<file path="src/rtl/tds_pkg.sv">
// shared types, constants and helpers of the timer divider search block
package tds_pkg;

    // datapath and field widths
    localparam int unsigned DATA_W   = 32;
    localparam int unsigned MSEL_W   = 2;
    localparam int unsigned SHIFT_W  = 3;
    localparam int unsigned PERIOD_W = 16;
    localparam int unsigned NUM_MULT = 4;

    // limits of the output fields
    localparam int unsigned PERIOD_FIELD_MAX = 65535;
    localparam int unsigned SHIFT_FIELD_MAX  = 7;

    // parameter defaults
    localparam int unsigned MAX_PERIOD_DEF         = 65535;
    localparam int unsigned MAX_PRESCALE_SHIFT_DEF = 7;

    // register map
    localparam int unsigned ADDR_W = 2;
    localparam logic [ADDR_W-1:0] REG_SOURCE_CLOCK_ADDR = 2'd0;
    localparam logic [DATA_W-1:0] SOURCE_CLOCK_RESET = 32'd48000000;

    // sequencer states
    typedef enum logic [2:0] {
        ST_IDLE,
        ST_BASE_START,
        ST_BASE_WAIT,
        ST_PER_START,
        ST_PER_WAIT,
        ST_DONE
    } t_state;

    // request to the shared divider
    typedef struct packed {
        logic              start;
        logic [DATA_W-1:0] dividend;
        logic [DATA_W-1:0] divisor;
    } t_div_req;

    // answer of the shared divider
    typedef struct packed {
        logic              done;
        logic [DATA_W-1:0] quotient;
    } t_div_rsp;

    // clock multipliers tried in order
    function automatic logic [DATA_W-1:0] mult_value(input logic [MSEL_W-1:0] sel);
        logic [DATA_W-1:0] v;
        case (sel)
            2'd0:    v = 32'd1;
            2'd1:    v = 32'd10;
            2'd2:    v = 32'd20;
            default: v = 32'd40;
        endcase
        return v;
    endfunction

endpackage

</file>
<file path="src/rtl/timer_divider_search.sv">
// top level of the timer prescaler and period search block
//
// Usage: program the source clock in hertz through the APB port at byte
// address 0 (reset value 48000000), then send a wanted frequency as one input
// item on i_in_valid / o_in_stall. One result item (status, multiplier index,
// prescale shift, period) comes back on o_out_valid / i_out_stall.
// Every division runs on one shared serial divider at one quotient bit per
// cycle. An item needs one division of the clock per multiplier tried and
// one per prescale shift tried: between 2 and 36 divisions.
// A zero target skips all divisions; its error result is valid in the cycle
// after acceptance.
// One item is worked on at a time; o_in_stall stays high from acceptance
// until the result has been taken. The result is held in output registers
// for as long as i_out_stall is high. Reset (i_rst_n low at a clock edge)
// returns the sequencer to idle, drops any item in flight and restores the
// source clock register.
module timer_divider_search #(
    parameter int unsigned MAX_PERIOD         = tds_pkg::MAX_PERIOD_DEF,
    parameter int unsigned MAX_PRESCALE_SHIFT = tds_pkg::MAX_PRESCALE_SHIFT_DEF
) (
    input  logic                          i_clk,
    input  logic                          i_rst_n,
    // configuration port
    input  logic                          psel,
    input  logic                          penable,
    input  logic                          pwrite,
    input  logic [tds_pkg::ADDR_W-1:0]    paddr,
    input  logic [tds_pkg::DATA_W-1:0]    pwdata,
    output logic [tds_pkg::DATA_W-1:0]    prdata,
    output logic                          pready,
    // input channel
    input  logic                          i_in_valid,
    output logic                          o_in_stall,
    input  logic [tds_pkg::DATA_W-1:0]    i_target_freq_hz,
    // output channel
    output logic                          o_out_valid,
    input  logic                          i_out_stall,
    output logic                          o_status,
    output logic [tds_pkg::MSEL_W-1:0]    o_multiplier_select,
    output logic [tds_pkg::SHIFT_W-1:0]   o_prescale_shift,
    output logic [tds_pkg::PERIOD_W-1:0]  o_period_count
);

    logic [tds_pkg::DATA_W-1:0] r_source_clock_hz;
    logic                       cfg_wr;
    tds_pkg::t_div_req          div_req;
    tds_pkg::t_div_rsp          div_rsp;

    // register write and read decode
    always_comb begin
        pready = 1'b1;
        cfg_wr = psel && penable && pwrite && pready;
        prdata = (paddr == tds_pkg::REG_SOURCE_CLOCK_ADDR) ? r_source_clock_hz : '0;
    end

    // source clock register
    always_ff @(posedge i_clk) begin
        if (!i_rst_n) begin
            r_source_clock_hz <= tds_pkg::SOURCE_CLOCK_RESET;
        end else if (cfg_wr && paddr == tds_pkg::REG_SOURCE_CLOCK_ADDR) begin
            r_source_clock_hz <= pwdata;
        end
    end

    // search sequencer
    tds_seq #(
        .MAX_PERIOD         (MAX_PERIOD),
        .MAX_PRESCALE_SHIFT (MAX_PRESCALE_SHIFT)
    ) u_seq (
        .i_clk               (i_clk),
        .i_rst_n             (i_rst_n),
        .i_clock_hz          (r_source_clock_hz),
        .i_in_valid          (i_in_valid),
        .o_in_stall          (o_in_stall),
        .i_target_freq_hz    (i_target_freq_hz),
        .o_out_valid         (o_out_valid),
        .i_out_stall         (i_out_stall),
        .o_status            (o_status),
        .o_multiplier_select (o_multiplier_select),
        .o_prescale_shift    (o_prescale_shift),
        .o_period_count      (o_period_count),
        .o_div_req           (div_req),
        .i_div_rsp           (div_rsp)
    );

    // shared serial divider
    tds_divider u_div (
        .i_clk   (i_clk),
        .i_rst_n (i_rst_n),
        .i_req   (div_req),
        .o_rsp   (div_rsp)
    );

endmodule

</file>
<file path="src/rtl/tds_divider.sv">
// shared bit-serial restoring divider, one quotient bit per cycle
module tds_divider (
    input  logic              i_clk,
    input  logic              i_rst_n,
    input  tds_pkg::t_div_req i_req,
    output tds_pkg::t_div_rsp o_rsp
);

    localparam int unsigned W     = tds_pkg::DATA_W;
    localparam int unsigned CNT_W = $clog2(W);

    logic             r_busy;
    logic             r_done;
    logic [CNT_W-1:0] r_cnt;
    logic [W-1:0]     r_rem;
    logic [W-1:0]     r_quo;
    logic [W-1:0]     r_divisor;

    logic [W:0] rem_shift;
    logic [W:0] diff;
    logic       fits;

    // trial subtract of the shifted partial remainder
    always_comb begin
        rem_shift = {r_rem, r_quo[W-1]};
        diff      = rem_shift - {1'b0, r_divisor};
        fits      = !diff[W];
    end

    // control: busy flag, step counter, done pulse
    always_ff @(posedge i_clk) begin
        if (!i_rst_n) begin
            r_busy <= 1'b0;
            r_done <= 1'b0;
            r_cnt  <= '0;
        end else begin
            r_done <= 1'b0;
            if (i_req.start) begin
                r_busy <= 1'b1;
                r_cnt  <= CNT_W'(W - 1);
            end else if (r_busy) begin
                r_cnt <= r_cnt - 1'b1;
                if (r_cnt == '0) begin
                    r_busy <= 1'b0;
                    r_done <= 1'b1;
                end
            end
        end
    end

    // datapath: remainder and quotient shift registers
    always_ff @(posedge i_clk) begin
        if (i_req.start) begin
            r_rem     <= '0;
            r_quo     <= i_req.dividend;
            r_divisor <= i_req.divisor;
        end else if (r_busy) begin
            r_rem <= fits ? diff[W-1:0] : rem_shift[W-1:0];
            r_quo <= {r_quo[W-2:0], fits};
        end
    end

    assign o_rsp.done     = r_done;
    assign o_rsp.quotient = r_quo;

endmodule

</file>
<file path="src/rtl/tds_seq.sv">
// sequencer that walks multipliers and prescale shifts over the shared divider
module tds_seq #(
    parameter int unsigned MAX_PERIOD         = tds_pkg::MAX_PERIOD_DEF,
    parameter int unsigned MAX_PRESCALE_SHIFT = tds_pkg::MAX_PRESCALE_SHIFT_DEF
) (
    input  logic                           i_clk,
    input  logic                           i_rst_n,
    input  logic [tds_pkg::DATA_W-1:0]     i_clock_hz,
    input  logic                           i_in_valid,
    output logic                           o_in_stall,
    input  logic [tds_pkg::DATA_W-1:0]     i_target_freq_hz,
    output logic                           o_out_valid,
    input  logic                           i_out_stall,
    output logic                           o_status,
    output logic [tds_pkg::MSEL_W-1:0]     o_multiplier_select,
    output logic [tds_pkg::SHIFT_W-1:0]    o_prescale_shift,
    output logic [tds_pkg::PERIOD_W-1:0]   o_period_count,
    output tds_pkg::t_div_req              o_div_req,
    input  tds_pkg::t_div_rsp              i_div_rsp
);

    // limits actually used, clipped to the output field ranges
    localparam int unsigned PLIM = (MAX_PERIOD > tds_pkg::PERIOD_FIELD_MAX) ?
                                   tds_pkg::PERIOD_FIELD_MAX : MAX_PERIOD;
    localparam int unsigned SLIM = (MAX_PRESCALE_SHIFT > tds_pkg::SHIFT_FIELD_MAX) ?
                                   tds_pkg::SHIFT_FIELD_MAX : MAX_PRESCALE_SHIFT;
    localparam logic [tds_pkg::DATA_W-1:0]  PLIM_V = tds_pkg::DATA_W'(PLIM);
    localparam logic [tds_pkg::SHIFT_W-1:0] SLIM_V = tds_pkg::SHIFT_W'(SLIM);
    localparam logic [tds_pkg::MSEL_W-1:0]  MLAST  = tds_pkg::MSEL_W'(tds_pkg::NUM_MULT - 1);

    tds_pkg::t_state r_state;
    tds_pkg::t_state n_state;

    logic [tds_pkg::DATA_W-1:0]   r_target;
    logic [tds_pkg::DATA_W-1:0]   r_base;
    logic [tds_pkg::MSEL_W-1:0]   r_m;
    logic [tds_pkg::SHIFT_W-1:0]  r_s;
    logic                         r_status;
    logic [tds_pkg::MSEL_W-1:0]   r_msel;
    logic [tds_pkg::SHIFT_W-1:0]  r_shift;
    logic [tds_pkg::PERIOD_W-1:0] r_period;

    logic accept;
    logic per_fits;
    logic per_nonzero;
    logic s_last;
    logic m_last;

    // decisions on the current trial
    always_comb begin
        accept      = i_in_valid && (r_state == tds_pkg::ST_IDLE);
        per_fits    = i_div_rsp.quotient <= PLIM_V;
        per_nonzero = i_div_rsp.quotient != '0;
        s_last      = r_s == SLIM_V;
        m_last      = r_m == MLAST;
    end

    // next state
    always_comb begin
        n_state = r_state;
        unique case (r_state)
            tds_pkg::ST_IDLE: begin
                if (i_in_valid) begin
                    n_state = (i_target_freq_hz == '0) ? tds_pkg::ST_DONE
                                                       : tds_pkg::ST_BASE_START;
                end
            end
            tds_pkg::ST_BASE_START: n_state = tds_pkg::ST_BASE_WAIT;
            tds_pkg::ST_BASE_WAIT: begin
                if (i_div_rsp.done) n_state = tds_pkg::ST_PER_START;
            end
            tds_pkg::ST_PER_START: n_state = tds_pkg::ST_PER_WAIT;
            tds_pkg::ST_PER_WAIT: begin
                if (i_div_rsp.done) begin
                    if (per_fits && per_nonzero) begin
                        n_state = tds_pkg::ST_DONE;
                    end else if (per_fits || s_last) begin
                        n_state = m_last ? tds_pkg::ST_DONE : tds_pkg::ST_BASE_START;
                    end else begin
                        n_state = tds_pkg::ST_PER_START;
                    end
                end
            end
            tds_pkg::ST_DONE: begin
                if (!i_out_stall) n_state = tds_pkg::ST_IDLE;
            end
            default: n_state = tds_pkg::ST_IDLE;
        endcase
    end

    // state register
    always_ff @(posedge i_clk) begin
        if (!i_rst_n) begin
            r_state <= tds_pkg::ST_IDLE;
        end else begin
            r_state <= n_state;
        end
    end

    // outputs and divider requests
    always_comb begin
        o_in_stall  = r_state != tds_pkg::ST_IDLE;
        o_out_valid = r_state == tds_pkg::ST_DONE;
        o_div_req   = '0;
        unique case (r_state)
            tds_pkg::ST_BASE_START: begin
                o_div_req.start    = 1'b1;
                o_div_req.dividend = i_clock_hz;
                o_div_req.divisor  = tds_pkg::mult_value(r_m);
            end
            tds_pkg::ST_PER_START: begin
                o_div_req.start    = 1'b1;
                o_div_req.dividend = r_base >> r_s;
                o_div_req.divisor  = r_target;
            end
            default: o_div_req = '0;
        endcase
    end

    // search registers and result payload
    always_ff @(posedge i_clk) begin
        if (accept) begin
            r_target <= i_target_freq_hz;
            r_m      <= '0;
            r_s      <= '0;
            r_status <= 1'b1;
            r_msel   <= '0;
            r_shift  <= '0;
            r_period <= '0;
        end else if (r_state == tds_pkg::ST_BASE_WAIT && i_div_rsp.done) begin
            r_base <= i_div_rsp.quotient;
            r_s    <= '0;
        end else if (r_state == tds_pkg::ST_PER_WAIT && i_div_rsp.done) begin
            if (per_fits && per_nonzero) begin
                r_status <= 1'b0;
                r_msel   <= r_m;
                r_shift  <= r_s;
                r_period <= i_div_rsp.quotient[tds_pkg::PERIOD_W-1:0];
            end else if (per_fits || s_last) begin
                r_m <= r_m + 1'b1;
            end else begin
                r_s <= r_s + 1'b1;
            end
        end
    end

    assign o_status            = r_status;
    assign o_multiplier_select = r_msel;
    assign o_prescale_shift    = r_shift;
    assign o_period_count      = r_period;

`ifndef SYNTHESIS
    // divider answers only while the sequencer waits for one
    a_done_when_waiting: assert property (@(posedge i_clk) disable iff (!i_rst_n)
        i_div_rsp.done |-> (r_state == tds_pkg::ST_BASE_WAIT ||
                            r_state == tds_pkg::ST_PER_WAIT))
        else $error("divider done outside a wait state");

    // a zero target goes straight to an error result
    a_zero_target: assert property (@(posedge i_clk) disable iff (!i_rst_n)
        (accept && i_target_freq_hz == '0) |=> (o_out_valid && o_status))
        else $error("zero target not flagged");

    // a successful result never carries a zero period
    a_ok_nonzero: assert property (@(posedge i_clk) disable iff (!i_rst_n)
        (o_out_valid && !o_status) |-> (o_period_count != '0))
        else $error("success with zero period");

    // an error result carries zero settings
    a_err_zero: assert property (@(posedge i_clk) disable iff (!i_rst_n)
        (o_out_valid && o_status) |-> (o_multiplier_select == '0 &&
                                       o_prescale_shift == '0 &&
                                       o_period_count == '0))
        else $error("error result with nonzero settings");
`endif

endmodule
</file>
<file path="config.mk">
export PLATFORM = sky130hd
export DESIGN_NAME = timer_divider_search
export DESIGN_NICKNAME = d
export VERILOG_FILES = /design/src/rtl/tds_pkg.sv /design/src/rtl/timer_divider_search.sv /design/src/rtl/tds_divider.sv /design/src/rtl/tds_seq.sv
export SDC_FILE = /design/constraint.sdc
export NUM_CORES = 1
export LEC_CHECK = 0
export BUFFER_PORTS_ARGS = -buffer_cell sky130_fd_sc_hd__buf_2
export CORE_MARGIN = 4
export CORE_UTILIZATION = 49
export DETAILED_ROUTE_END_ITERATION = 6
export PLACE_DENSITY_LB_ADDON = 0.25
export SLEW_MARGIN = 5
export SYNTH_ARGS = -nofsm -noshare
export SYNTH_HDL_FRONTEND = slang
export SYNTH_SLANG_ARGS = --single-unit
</file>
<file path="constraint.sdc">
create_clock -name i_clk -period 4.75 [get_ports i_clk]
set_input_delay 0.95 -clock i_clk [delete_from_list [all_inputs] [get_ports i_clk]]
set_output_delay 0.95 -clock i_clk [all_outputs]
set_load 0.1 [all_outputs]
</file>
==> results.md, run 1 <==
* Largest net degree at the start of global routing at 65
* Final Non-Filler Cells at 1618
* Final wirelength at 28.0 mm
* Full die area at 26800 um^2
* DRC Markers at 0
* Period utilization at 76.2%
* Area leader, netlist: edfxtp_1
* Worst VDD drop at 0.390 mV
* Most numerous cell in the Yosys netlist: edfxtp_1
* # placed instances at 1572
* Count of cell types in the netlist at 73
* Nets at 1394
* PortBufs at 128
* Drt wl/cell at 17.3 um
* Post-Synthesis Cell Area at 11900 um^2
* Worst min-delay path class: reg -> reg
* DRT Pass-1 Iters at 5
* Async S/R FF share, synth at 0%
* Setup_tns at 0 ns
* Worst path depth at 14
* Crit Reg-Reg Startpoint: u_div.r_quo[31]
* DR iter-0 viols at 639
* Endpoint class of the critical path: flop
* Tot Pwr at 8.28 mW
* Status: finished clean
* Final hold slack at 0.457 ns
* Register Area at 5870 um^2
* Final Cell Area at 13500 um^2
* Reg2Reg Depth at 14
* Crit-path slowest cell: a221o_2
* DR vias at 9032
* Num rows at 56
* Flop2flop setup slack at 1.13 ns
* Ys Warns at 0
* ANT nets after route at 0
* Worst hold endpoint: u_seq.o_status
* GRT Residual Overflow at 0
* Slowest stage delay, CP at 0.52 ns
* Area growth syn-to-layout at 13.9%
* Min cycle time layout at 3.62 ns
* Clk_lat worst skew at 0.53 ns
* Width of the die at 164 um
* Area contributors post-synth: edfxtp_1 (32%), dfxtp_1 (17%), mux2i_1 (8.2%)
* Worst hold stages at 1
* Syn Nets at 1296
* Max FO, Critical Path at 17
* CTS tree: yes
* Clock Tree Root: clkbuf_16
* Post-CTS Hold Buffers at 0
* Number of flops mapped to enable cells by yosys at 128
* Seq cells post-synth at 229
* Max cap viols at 0
* Final Skew at 0.0166 ns
* Filler instances at 2147
* Post-DR vias/cell at 5.58
* Critical path, cell by cell: inv_1 > ha_1 > inv_1 > fa_1 > a211oi_2 > o21ai_1 > a41oi_1 > o21ai_1 > a221o_2 > xnor2_4 > buf_4 > nand2_1 > o22ai_1 > nor2_1
* Critical path arrival at 4.03 ns
* FF-to-FF End: u_div.r_rem[11]
* RSZ-0062 raised after global routing: no
* Post-CTS sizing at 0
* Post-Syn Instances at 1182
* Vias in the first global route at 8536
* I/O pins at 130
* Critical hold path startpoint: u_seq.o_status
* Core Util, Final at 57.2%
* Final WS setup at 1.13 ns
* Placed inst area at 12800 um^2
* # setup viols final at 0
* Synth cell count leaders: edfxtp_1 (128), nand2_1 (117), dfxtp_1 (101)
* First-pass GRT wire length at 45.2 mm
* Worst Max-Slew Pin Slew at 1.17 ns
* Number of sinks on the clock net at 229
* Ant. Diodes at 0
* CP Class: reg -> reg
* Lkg Pwr at 5.63 nW
* Buf/Inv on CP at 3
* PD cells at 611 nW/um^2
* CTS Buf Count at 25
* Place WS at 1.15 ns
* Max Clk Rate at 0.276 GHz
* Crit start category: flop
* Layout cells sized above 1 at 15.7%
* Starting density of the core at 50.2%
* Top_reg_cell synth: edfxtp_1
* Setup bufs post-CTS at 0
* Die Ht at 164 um
* Worst slew margin at 22.1%
* Final slew viol count at 0
* Register area share after synthesis at 49.3%
* Gpl congestion at 0.892
* Multi-input logic area at 5520 um^2
* Worst path required time at 5.16 ns
* Hold Fails Final Rpt at 0
* Synth top area share at 32.3%
* Delay-heaviest family, CP: compound AO/OA/AOI/OAI gates
* Total GRT Usage at 20.6%
* DPL Wire Length at 19.8 mm
* H-tree lvl count at 1
* Initial antenna violation count at 0
* Avg Cell Area, Syn at 10.1 um^2
* Clk slew on worst S/H paths at 0.06 ns
* CTS Buffer Depth at 3
* Core area at 23700 um^2
[registers in the layout (all words and copies together), names as in the netlist, 3 cells and up]
name	cells
u_div.r_divisor	32
u_seq.o_prescale_shift	3
u_seq.r_target	32
u_div.r_rem	32
u_seq.o_period_count	16
u_div.r_cnt	5
u_div.r_quo	32
u_seq.r_state	3
u_seq.r_base	32
u_seq.r_s	3
r_source_clock_hz	32
[layout make-up]
class / instances / share of cell area [%]
multi-input combinational: 825 / 40.8
tap: 319 / 2.95
sequential: 229 / 43.3
timing repair buffer: 143 / 5.56
clock inverter: 12 / 0.914
clock buffer: 34 / 4.94
inverter: 56 / 1.55
[worst max-delay path by stage]
stage | slack (ns) | start | endpoint
detailed placement | 1.15 | u_div.r_quo[31] | u_div.r_rem[11]
finish | 1.13 | u_div.r_quo[31] | u_div.r_rem[11]
CTS | 1.13 | u_div.r_quo[31] | u_div.r_rem[11]
global route | 0.93 | u_div.r_quo[31] | u_div.r_rem[5]
global placement | 1.22 | u_div.r_quo[31] | u_div.r_rem[10]
floorplan | 1.52 | u_seq.r_state[0] | u_seq.r_target[0]
[layout by cell type, fill, tap and decap left out, drive strengths merged, types with 13 or more instances in the layout]
master	count
buf	143
edfxtp	128
nand2	117
dfxtp	101
mux2i	98
o21ai	91
nor2	82
a21oi	67
inv	57
ha	40
and2	39
clkbuf	34
and3	30
a22oi	29
a21boi	29
xnor2	21
nor4	17
nand3	15
xor2	13
a211oi	13
[routing by layer]
metal / up-vias / track usage (%) / wire [um]
met4: 0 / 3.77 / 395
met3: 27 / 2.89 / 1690
met5: - / 0 / 0
met2: 260 / 30.6 / 11800
li1: 4503 / - / -
met1: 4242 / 32.5 / 14100
[logic make-up (layout without fill, tap and decap cells)]
kind of cell | after synthesis | in the layout | synth area share [%]
simple gates | 346 | 346 | 13.9
mux | 102 | 102 | 8.72
compound gates | 301 | 301 | 16.4
flops | 229 | 229 | 49.3
fa+ha+maj | 41 | 41 | 4.37
buf+inv | 128 | 245 | 4.42
xor+xnor | 34 | 34 | 2.82
other cells | 1 | 1 | 0.0315
[worst register-to-register path: cells and delay by family, from the launching register on]
kind | cells | cell delay (ns)
xor gates and xnor gates | 1 | 0.39
adders and majority gates | 2 | 0.59
DFF | 1 | 0.42
and+or+nand+nor | 2 | 0.16
buffers and inverters | 3 | 0.44
AOI/OAI and AO/OA | 6 | 1.50
[power breakdown]
group / switching, mW / internal [mW] / leakage, nW
Clock: 0.782 / 1.10 / 0.389
Combinational: 2.04 / 1.18 / 3.21
Sequential: 0.413 / 2.77 / 2.04
Total: 3.23 / 5.04 / 5.63
Note: power is estimated with default switching activity, not from simulation.
==> inputs of run 2 (changes only) <==
- clock period: 4.75 -> 3 ns (I/O delays scaled with it)
==> results.md, run 2 (synthesized netlist as in run 1, its figures left out) <==
* Status: finished, violations left
* Failing checks: setup timing
* Period utilization at 103%
* Worst path required time at 3.42 ns
* Area growth syn-to-layout at 25.3%
* Clock Tree Root: clkbuf_16
* Filler instances at 1934
* Nets at 1456
* Starting density of the core at 50.2%
* Clk_lat worst skew at 0.54 ns
* DPL Wire Length at 20.9 mm
* ANT nets after route at 0
* CTS tree: yes
* Hold Fails Final Rpt at 0
* Total GRT Usage at 21.7%
* H-tree lvl count at 1
* Ant. Diodes at 0
* DRT Pass-1 Iters at 6
* Final WS setup at -0.0952 ns
* Max cap viols at 0
* CTS Buffer Depth at 3
* Largest net degree at the start of global routing at 65
* Worst min-delay path class: in -> reg
* DR iter-0 viols at 853
* Lkg Pwr at 6.14 nW
* PD cells at 988 nW/um^2
* Full die area at 26800 um^2
* Layout cells sized above 1 at 23.5%
* PortBufs at 128
* Post-CTS Hold Buffers at 0
* Worst Max-Slew Pin Slew at 0.825 ns
* Vias in the first global route at 9097
* DR vias at 9574
* Final wirelength at 30.1 mm
* Final Cell Area at 14900 um^2
* Drt wl/cell at 17.9 um
* Gpl congestion at 0.914
* Initial antenna violation count at 0
* Most common cell after layout, fill and taps aside: edfxtp_1
* Tot Pwr at 14.7 mW
* Number of sinks on the clock net at 229
* Commonest cells after routing, fill and taps aside: edfxtp_1 (128), nand2_1 (110), dfxtp_1 (99), mux2i_1 (98), buf_2 (96)
* Setup_tns at -0.950 ns
* # placed instances at 1613
* RSZ-0062 raised after global routing: yes
* Final Skew at 0.0239 ns
* I/O pins at 130
* Final slew viol count at 0
* Max Clk Rate at 0.323 GHz
* Crit start category: flop
* Width of the die at 164 um
* Final Non-Filler Cells at 1681
* Post-DR vias/cell at 5.70
* Max FO, Critical Path at 6
* # setup viols final at 26
* GRT Residual Overflow at 0
* CP Class: reg -> reg
* Worst VDD drop at 0.700 mV
* Clk slew on worst S/H paths at 0.06 ns
* Critical path arrival at 3.52 ns
* Endpoint class of the critical path: flop
* Final hold slack at 0.245 ns
* Worst slew margin at 44.8%
* Num rows at 56
* Die Ht at 164 um
* First-pass GRT wire length at 47.7 mm
* CTS Buf Count at 26
* Core area at 23700 um^2
* Placed inst area at 13500 um^2
* Min cycle time layout at 3.10 ns
* DRC Markers at 0
[run 2: per-stage QoR]
stage / setup slack [ns] / util [%]
after global placement: -0.106 / 57.2
after CTS: -0.0971 / 61.7
after floorplan: 0.00598 / -
after detailed placement: -0.195 / 57.2
final: -0.0952 / 63.0
after global routing: -0.221 / 63.0
[run 2: path summary, 6_finish.rpt]
check	startpoint	to	slack, ns	depth (start not counted)
worst min-delay path	i_target_freq_hz[13]	u_seq.r_target[13]	0.24	1
worst min register to register	u_seq.o_status	u_seq.o_status	0.46	1
worst max-delay path	u_div.r_quo[31]	u_div.r_rem[11]	-0.1	15
worst max register to register	u_div.r_quo[31]	u_div.r_rem[11]	-0.1	15
[run 2: what timing repair did]
action	CTS	global route
cloned	1	3
setup endpoints to repair	33	33
setup buffers	14	3
pin swaps	30	36
gates resized for setup	39	47
[run 2: layout make-up]
class	count	area (um^2)	share of cell area (%)
clock inverter	14	100	0.671
timing repair buffer	204	1820	12.2
inverter	56	210	1.41
sequential	229	5870	39.4
clock buffer	34	701	4.70
tap	319	399	2.68
multi-input combinational	825	5810	39.0
[run 2: layer usage]
metal / global-route usage [%] / up-vias / wire length, um
li1: - / 4634 / -
met1: 34.0 / 4547 / 14300
met2: 32.3 / 345 / 13200
met3: 2.79 / 48 / 2080
met4: 4.38 / 0 / 573
met5: 0 / - / 0
[run 2: report_power, final]
part | internal [mW] | switching, mW
Combinational | 2.89 | 3.88
Clock | 1.66 | 1.28
Sequential | 4.38 | 0.645
[run 2: worst max-delay path, cell delays in order (launching register included)]
cell	delay (ns)
edfxtp_1	0.41
inv_2	0.10
ha_4	0.13
inv_2	0.03
fa_2	0.36
a211oi_4	0.27
o21ai_2	0.11
a41oi_2	0.22
o21ai_2	0.07
a221o_2	0.44
xnor2_4	0.23
buf_12	0.17
buf_8	0.14
nand2_4	0.05
o22ai_1	0.18
nor2_1	0.06
